===== config.mk =====
export PLATFORM = sky130hd
export DESIGN_NAME = associative_key_value_table_unit
export DESIGN_NICKNAME = d
export VERILOG_FILES = /design/src/rtl/core/akvt_pkg.sv /design/src/rtl/core/associative_key_value_table_unit.sv /design/src/rtl/core/akvt_store.sv /design/src/rtl/core/akvt_match.sv
export SDC_FILE = /design/constraint.sdc
export NUM_CORES = 2
export LEC_CHECK = 0
export ABC_AREA = 1
export BUFFER_PORTS_ARGS = -buffer_cell sky130_fd_sc_hd__buf_4
export CAP_MARGIN = 20
export CORE_MARGIN = 2
export CORE_UTILIZATION = 50
export DETAILED_ROUTE_END_ITERATION = 12
export PLACE_DENSITY_LB_ADDON = 0.25
export SLEW_MARGIN = 20
export SYNTH_ARGS = -nofsm -noshare
export SYNTH_HDL_FRONTEND = slang
export SYNTH_SLANG_ARGS = --single-unit

===== constraint.sdc =====
create_clock -name clk_i -period 8.24 [get_ports clk_i]
set_input_delay 1.648 -clock clk_i [delete_from_list [all_inputs] [get_ports clk_i]]
set_output_delay 1.648 -clock clk_i [all_outputs]
set_load 0.02 [all_outputs]

===== src/rtl/core/akvt_pkg.sv =====
// Shared types and codes for the associative key/value table.
package akvt_pkg;

  typedef enum logic [2:0] {
    CMD_SET    = 3'd0,
    CMD_GET    = 3'd1,
    CMD_REMOVE = 3'd2,
    CMD_EXISTS = 3'd3,
    CMD_COUNT  = 3'd4,
    CMD_CLEAR  = 3'd5
  } cmd_e;

  typedef enum logic [1:0] {
    ST_OK        = 2'd0,
    ST_NOT_FOUND = 2'd1,
    ST_FULL      = 2'd2
  } status_e;

  typedef enum logic [1:0] {
    S_IDLE,
    S_SCAN,
    S_DECIDE
  } state_e;

endpackage


===== src/rtl/core/associative_key_value_table_unit.sv =====
// Top level of the fully associative key/value table.
//
// An item is a command with a key and a value, taken when start is high and
// busy is low. Commands are set, get, remove, exists, count and clear.
// Set, get, remove and exists walk all CAPACITY entries through one shared
// comparator, one entry per cycle behind the registered memory read, then
// decide and write back. Count, clear and unused codes skip the scan and go
// straight to the decide step. The memory read port and the single comparator
// set the length of the scan. Busy is high from accept until the result.
// Each result stands on status_o, found_o, value_out_o and entry_total_o for
// exactly one cycle with done_o high; the receiver cannot stall it, and a new
// item may be started in that same cycle.
// Reset clears every valid bit and the entry count at once, so the table is
// empty and ready in the first cycle after reset.
module associative_key_value_table_unit #(
  parameter int CAPACITY   = 16,
  parameter int KEY_BITS   = 64,
  parameter int VALUE_BITS = 32
) (
  input  logic               clk_i,
  input  logic               rst_ni,
  input  logic               start,
  output logic               busy,
  input  logic [2:0]         command_i,
  input  logic [63:0]        key_i,
  input  logic signed [31:0] value_in_i,
  output logic               done_o,
  output logic [1:0]         status_o,
  output logic               found_o,
  output logic signed [31:0] value_out_o,
  output logic [4:0]         entry_total_o
);

  import akvt_pkg::*;

  localparam int IdxW = (CAPACITY > 1) ? $clog2(CAPACITY) : 1;
  localparam int CntW = $clog2(CAPACITY + 1);

  state_e state_q, state_d;

  logic [2:0]            cmd_q;
  logic [KEY_BITS-1:0]   key_q;
  logic [VALUE_BITS-1:0] val_q;
  logic [CntW-1:0]       scan_q, scan_d;
  logic                  cmp_en_q, cmp_en_d;
  logic [IdxW-1:0]       cmp_idx_q;
  logic [CAPACITY-1:0]   valid_q, valid_d;
  logic [CntW-1:0]       count_q, count_d;
  logic                  done_q, done_d;
  logic [1:0]            status_q, status_d;
  logic                  found_q, found_d;
  logic [31:0]           vout_q, vout_d;

  logic                  accept, load, init, rd_en;
  logic                  wr_key_en, wr_val_en;
  logic [IdxW-1:0]       wr_addr;
  logic [KEY_BITS-1:0]   rd_key;
  logic [VALUE_BITS-1:0] rd_val;
  logic                  hit, free;
  logic [IdxW-1:0]       hit_idx, free_idx;
  logic [VALUE_BITS-1:0] hit_val;
  logic signed [VALUE_BITS-1:0] hit_val_s;
  logic [63:0]           vin_wide, vout_wide;
  logic [31:0]           total_wide;

  assign busy   = (state_q != S_IDLE);
  assign accept = start && !busy;

  assign vin_wide  = 64'(value_in_i);
  assign hit_val_s = hit_val;
  assign vout_wide = 64'(hit_val_s);

  akvt_store #(
    .Depth(CAPACITY),
    .KeyW (KEY_BITS),
    .ValW (VALUE_BITS),
    .IdxW (IdxW)
  ) u_store (
    .clk_i      (clk_i),
    .wr_key_en_i(wr_key_en),
    .wr_val_en_i(wr_val_en),
    .wr_addr_i  (wr_addr),
    .wr_key_i   (key_q),
    .wr_val_i   (val_q),
    .rd_en_i    (rd_en),
    .rd_addr_i  (scan_q[IdxW-1:0]),
    .rd_key_o   (rd_key),
    .rd_val_o   (rd_val)
  );

  akvt_match #(
    .KeyW(KEY_BITS),
    .ValW(VALUE_BITS),
    .IdxW(IdxW)
  ) u_match (
    .clk_i      (clk_i),
    .rst_ni     (rst_ni),
    .init_i     (init),
    .cmp_en_i   (cmp_en_q),
    .cmp_idx_i  (cmp_idx_q),
    .cmp_valid_i(valid_q[cmp_idx_q]),
    .cmp_key_i  (rd_key),
    .cmp_val_i  (rd_val),
    .key_i      (key_q),
    .hit_o      (hit),
    .hit_idx_o  (hit_idx),
    .hit_val_o  (hit_val),
    .free_o     (free),
    .free_idx_o (free_idx)
  );

  always_comb begin
    state_d = state_q;
    unique case (state_q)
      S_IDLE: begin
        if (accept) begin
          state_d = (command_i <= CMD_EXISTS) ? S_SCAN : S_DECIDE;
        end
      end
      S_SCAN: begin
        if (scan_q == CntW'(CAPACITY)) begin
          state_d = S_DECIDE;
        end
      end
      S_DECIDE: begin
        state_d = S_IDLE;
      end
      default: begin
        state_d = S_IDLE;
      end
    endcase
  end

  always_comb begin
    load      = 1'b0;
    init      = 1'b0;
    rd_en     = 1'b0;
    scan_d    = scan_q;
    cmp_en_d  = 1'b0;
    wr_key_en = 1'b0;
    wr_val_en = 1'b0;
    wr_addr   = hit_idx;
    valid_d   = valid_q;
    count_d   = count_q;
    done_d    = 1'b0;
    status_d  = status_q;
    found_d   = found_q;
    vout_d    = vout_q;
    unique case (state_q)
      S_IDLE: begin
        if (accept) begin
          load   = 1'b1;
          init   = 1'b1;
          scan_d = '0;
        end
      end
      S_SCAN: begin
        if (scan_q < CntW'(CAPACITY)) begin
          rd_en    = 1'b1;
          cmp_en_d = 1'b1;
          scan_d   = scan_q + CntW'(1);
        end
      end
      S_DECIDE: begin
        done_d   = 1'b1;
        status_d = ST_OK;
        found_d  = 1'b0;
        vout_d   = '0;
        case (cmd_q)
          CMD_SET: begin
            found_d = hit;
            if (hit) begin
              wr_val_en = 1'b1;
              wr_addr   = hit_idx;
            end else if (free) begin
              wr_key_en         = 1'b1;
              wr_val_en         = 1'b1;
              wr_addr           = free_idx;
              valid_d[free_idx] = 1'b1;
              count_d           = count_q + CntW'(1);
            end else begin
              status_d = ST_FULL;
            end
          end
          CMD_GET: begin
            found_d = hit;
            if (hit) begin
              vout_d = vout_wide[31:0];
            end else begin
              status_d = ST_NOT_FOUND;
            end
          end
          CMD_REMOVE: begin
            found_d = hit;
            if (hit) begin
              valid_d[hit_idx] = 1'b0;
              count_d          = count_q - CntW'(1);
            end else begin
              status_d = ST_NOT_FOUND;
            end
          end
          CMD_EXISTS: begin
            found_d = hit;
          end
          CMD_CLEAR: begin
            valid_d = '0;
            count_d = '0;
          end
          default: begin
          end
        endcase
      end
      default: begin
      end
    endcase
  end

  always_ff @(posedge clk_i or negedge rst_ni) begin
    if (!rst_ni) begin
      state_q  <= S_IDLE;
      scan_q   <= '0;
      cmp_en_q <= 1'b0;
      valid_q  <= '0;
      count_q  <= '0;
      done_q   <= 1'b0;
    end else begin
      state_q  <= state_d;
      scan_q   <= scan_d;
      cmp_en_q <= cmp_en_d;
      valid_q  <= valid_d;
      count_q  <= count_d;
      done_q   <= done_d;
    end
  end

  always_ff @(posedge clk_i) begin
    if (load) begin
      cmd_q <= command_i;
      key_q <= key_i[KEY_BITS-1:0];
      val_q <= vin_wide[VALUE_BITS-1:0];
    end
    cmp_idx_q <= scan_q[IdxW-1:0];
    status_q  <= status_d;
    found_q   <= found_d;
    vout_q    <= vout_d;
  end

  assign total_wide    = 32'(count_q);
  assign done_o        = done_q;
  assign status_o      = status_q;
  assign found_o       = found_q;
  assign value_out_o   = vout_q;
  assign entry_total_o = total_wide[4:0];

endmodule


===== src/rtl/core/akvt_store.sv =====
// Key and value memory with one write port and one registered read port.
module akvt_store #(
  parameter int Depth = 16,
  parameter int KeyW  = 64,
  parameter int ValW  = 32,
  parameter int IdxW  = 4
) (
  input  logic            clk_i,
  input  logic            wr_key_en_i,
  input  logic            wr_val_en_i,
  input  logic [IdxW-1:0] wr_addr_i,
  input  logic [KeyW-1:0] wr_key_i,
  input  logic [ValW-1:0] wr_val_i,
  input  logic            rd_en_i,
  input  logic [IdxW-1:0] rd_addr_i,
  output logic [KeyW-1:0] rd_key_o,
  output logic [ValW-1:0] rd_val_o
);

  logic [KeyW-1:0] key_mem [Depth];
  logic [ValW-1:0] val_mem [Depth];

  always_ff @(posedge clk_i) begin
    if (wr_key_en_i) begin
      key_mem[wr_addr_i] <= wr_key_i;
    end
    if (wr_val_en_i) begin
      val_mem[wr_addr_i] <= wr_val_i;
    end
  end

  always_ff @(posedge clk_i) begin
    if (rd_en_i) begin
      rd_key_o <= key_mem[rd_addr_i];
      rd_val_o <= val_mem[rd_addr_i];
    end
  end

endmodule


===== src/rtl/core/akvt_match.sv =====
// Shared key comparator that tracks the matching entry and the first free slot.
module akvt_match #(
  parameter int KeyW = 64,
  parameter int ValW = 32,
  parameter int IdxW = 4
) (
  input  logic            clk_i,
  input  logic            rst_ni,
  input  logic            init_i,
  input  logic            cmp_en_i,
  input  logic [IdxW-1:0] cmp_idx_i,
  input  logic            cmp_valid_i,
  input  logic [KeyW-1:0] cmp_key_i,
  input  logic [ValW-1:0] cmp_val_i,
  input  logic [KeyW-1:0] key_i,
  output logic            hit_o,
  output logic [IdxW-1:0] hit_idx_o,
  output logic [ValW-1:0] hit_val_o,
  output logic            free_o,
  output logic [IdxW-1:0] free_idx_o
);

  logic            hit_q, free_q;
  logic [IdxW-1:0] hit_idx_q, free_idx_q;
  logic [ValW-1:0] hit_val_q;
  logic            is_hit, is_free;

  assign is_hit  = cmp_en_i && cmp_valid_i && (cmp_key_i == key_i);
  assign is_free = cmp_en_i && !cmp_valid_i && !free_q;

  always_ff @(posedge clk_i or negedge rst_ni) begin
    if (!rst_ni) begin
      hit_q  <= 1'b0;
      free_q <= 1'b0;
    end else if (init_i) begin
      hit_q  <= 1'b0;
      free_q <= 1'b0;
    end else begin
      if (is_hit) begin
        hit_q <= 1'b1;
      end
      if (is_free) begin
        free_q <= 1'b1;
      end
    end
  end

  always_ff @(posedge clk_i) begin
    if (is_hit) begin
      hit_idx_q <= cmp_idx_i;
      hit_val_q <= cmp_val_i;
    end
    if (is_free) begin
      free_idx_q <= cmp_idx_i;
    end
  end

  assign hit_o      = hit_q;
  assign hit_idx_o  = hit_idx_q;
  assign hit_val_o  = hit_val_q;
  assign free_o     = free_q;
  assign free_idx_o = free_idx_q;

endmodule


==> impl_metrics.yaml <==
floorplanning:
  initial_core_util_pct: 50.4
  die_h_microns: 381
  fp.dieW_microns: 381
  die_area_sq_mm: 0.145
  io_pins: 144
  rows: 138
  core_area_sq_mm: 0.141
setup_path:
  crit_type: "flop to flop"
  cp_slowest_cell: "buf_4"
  cpMostUsedCell: "nor2_4"
  critPathLaunchType: "flop"
  rr_worst_depth: 10
  endpoint_kind: "flop"
  crit_buf_inv: 2
  crit_chain: "nor2_4 > nand2_4 > nor2_8 > nand2_4 > o21ai_4 > inv_4 > nor2_4 > nand2_2 > nor2_4 > buf_4"
  path_max_fanout: 47
  worst_ep_required_time_ps: 8690
  ff2ff_setup_slack_ps: 4230
  critical-path-top-delay-family: "simple AND/OR/NAND/NOR gates"
  r2r-end: "u_store.key_mem[15][37]"
  slowest_delay_ps: 890
  reg2reg_from: "cmd_q[2]"
  crit_arrival_ps: 4450
routing:
  vias: 43800
  firstDrtPassIters: 5
  drt-wirelength-per-cell_microns: 24.2
  drt_iter0_drc: 5193
  antenna_left: 0
  route.detailed.drc: 0
  routed_wl_microns: 181000
  vias_per_cell: 5.85
power:
  peakVddDrop_mv: 0.350
  powerDensity_mw_per_mm2: 320
  netSwitchingPower_mw: 8.18
  p_sw_share_pct: 31.8
  power_frac_comb_pct: 21.3
  p_total_mw: 25.7
  leakage_nw: 26.8
  p_int_mw: 17.5
  power_frac_clock_pct: 32.4
  seq_power_share_pct: 46.4
cts:
  clock-root-buffer: "clkbuf_16"
  htree_levels: 4
  post-cts-setup-buffers: 0
  insertion_delay_ps: 850
  cts_resized: 0
  clk_pin_slew_ps: 60
  cts_made_buffers: 187
  clockBufferDepth: 3
  holdBufCountCts: 0
  cts.sinks: 1842
  cts_tree: "built"
logic_synthesis:
  syn_inst: 5335
  synth.cell_area_sq_mm: 0.0712
  synth_common_cells: "edfxtp_1, nor2_1, o21ai_0"
  synth-seq-cells: 1842
  syn-mean-instance-area_sq_um: 13.3
  yosysTopAreaCell: "edfxtp_1"
  yosysUniqueCellTypes: 42
  ys.flop_type: "edfxtp_1"
  synth_top_area_share_pct: 76.2
  synth.area.top_cells: "edfxtp_1, o21ai_0, nor2_1"
  synthArstFlopShare_pct: 1.74
  yosysWarnings: 0
  synth_edf_count: 1806
  postSynthNetCount: 5443
  ys_seq_area_share_pct: 77.4
  synth_most_common_cell: "edfxtp_1"
timing:
  finalSetupViolCount: 0
  rsz0062_at_grt: "false"
  fmax_mhz: 250
  post-route-period-util_pct: 48.6
  min_period_ps: 4010
  max_slew_margin_pct: 14.8
  slew_violations: 0
  tns_ps: 0
  tightest_slew_ps: 1280
  finalHoldViolCount: 0
  finClkSkew_ps: 46.5
min_path:
  whs_path_depth: 0
  hold_start: "u_store.rd_val_o[19]"
  worstHoldEndpoint: "u_match.hit_val_o[19]"
  hold_class: "flop to flop"
final_layout:
  fillerInstances: 10900
  design_area_sq_mm: 0.0803
  area.growth.synth_to_final_pct: 12.8
  fin_nets: 5549
  multi_input_area_sq_mm: 0.0143
  drive_gt1_share_pct: 10.8
  regArea_sq_mm: 0.0551
global_routing:
  grt_overflow: 0
  gr-usage-all-layers_pct: 24.6
  grt_pass1_wl_microns: 268000
  antenna_found_initial: 6
  grt_pass1_vias: 41500
  grt_max_degree: 247
placement:
  dpl_cell_area_sq_mm: 0.0742
  dp_hpwl_microns: 90500
  gp_congestion: 0.838
  io_buffers: 143
run_status:
  status: "completed"
flow_run:
  maxCapViolCount: 0
## layer usage
| metal | routed length, microns | GRT usage, % |
|---|---|---|
| met4 | 3580 | 6.16 |
| met1 | 77300 | 36.6 |
| met5 | 13 | 0 |
| met2 | 83700 | 37.9 |
| met3 | 16300 | 4.06 |
## kinds of logic after synthesis
kind of cell / synth area share (%)
DFF: 77.4
and+or+nand+nor: 10.1
buffers and inverters: 2.94
AOI/OAI and AO/OA: 9.34
xor gates and xnor gates: 0.135
adders and majority gates: 0.116
## through the flow
stage / hold WS, ps / util (%) / instances / setup WS [ps]
floorplan: 366 / - / 5335 / 2370
detailed placement: 406 / 52.5 / 7141 / 4000
global placement: 402 / 52.5 / 7141 / 4020
finish: 420 / 56.8 / 7489 / 4230
CTS: 420 / 56.8 / 7487 / 4220
global route: 423 / 56.8 / 7488 / 4010
## how the worst max path moves through the flow
stage | startpoint | endpoint | cells past startpoint
2_1_floorplan | state_q[1] | scan_q[2] | 6
6_report | cmd_q[2] | u_store.key_mem[15][37] | 10
4_1_cts | cmd_q[2] | u_store.key_mem[1][22] | 10
3_5_place_dp | start | scan_q[4] | 8
3_3_place_gp | start | scan_q[4] | 8
5_1_grt | scan_q[0] | u_store.rd_val_o[16] | 7
## area by class of cell
type / instances / area share (%)
Sequential cell: 1842 / 68.6
Multi-Input combinational cell: 2999 / 17.8
Clock buffer: 234 / 6.20
Tap cell: 1890 / 2.94
Timing Repair Buffer: 224 / 2.19
Clock inverter: 112 / 1.32
Inverter: 187 / 0.914
Antenna cell: 1 / 0.00312
## cell usage in the layout (no fill, tap or decap), types with 7 or more instances in the layout
cell,Yosys,final
nor2_4,10,47
nand2_2,15,15
edfxtp_1,1806,1806
nor2_1,961,924
clkinv_8,0,7
a21oi_1,8,7
nand4_1,115,115
o21ai_1,48,47
nand3_1,22,22
dfrtp_1,32,30
inv_1,178,176
buf_4,7,218
xnor2_1,9,9
inv_6,0,8
clkbuf_16,0,190
nand2_1,611,611
clkinv_2,0,42
clkbuf_1,217,38
o21ai_2,10,10
bufinv_16,0,12
o21ai_0,758,758
clkinv_1,2,34
nand2_4,7,7
o22ai_1,388,388
## flip-flops by register name, summed over array words and instances, names as in the netlist, 3 cells and up
name	count
cmd_q	3
cmp_idx_q	4
entry_total_o	5
key_q	64
scan_q	5
u_match.free_idx_o	4
u_match.hit_idx_o	4
u_match.hit_val_o	32
u_store.key_mem	1024
u_store.rd_key_o	64
u_store.rd_val_o	32
u_store.val_mem	512
val_q	32
valid_q	16
value_out_o	32
## power by group through the flow
stage | Combinational, mW | Clock, mW | Sequential [mW]
2_1_floorplan | 3.79 | 0 | 11.8
3_3_place_gp | 5.31 | 0 | 12.1
3_5_place_dp | 5.39 | 0 | 12.1
4_1_cts | 5.42 | 8.44 | 11.9
5_1_grt | 6.03 | 8.79 | 12.0
6_report | 5.46 | 8.31 | 11.9
Power figures use the tool's default switching activity.
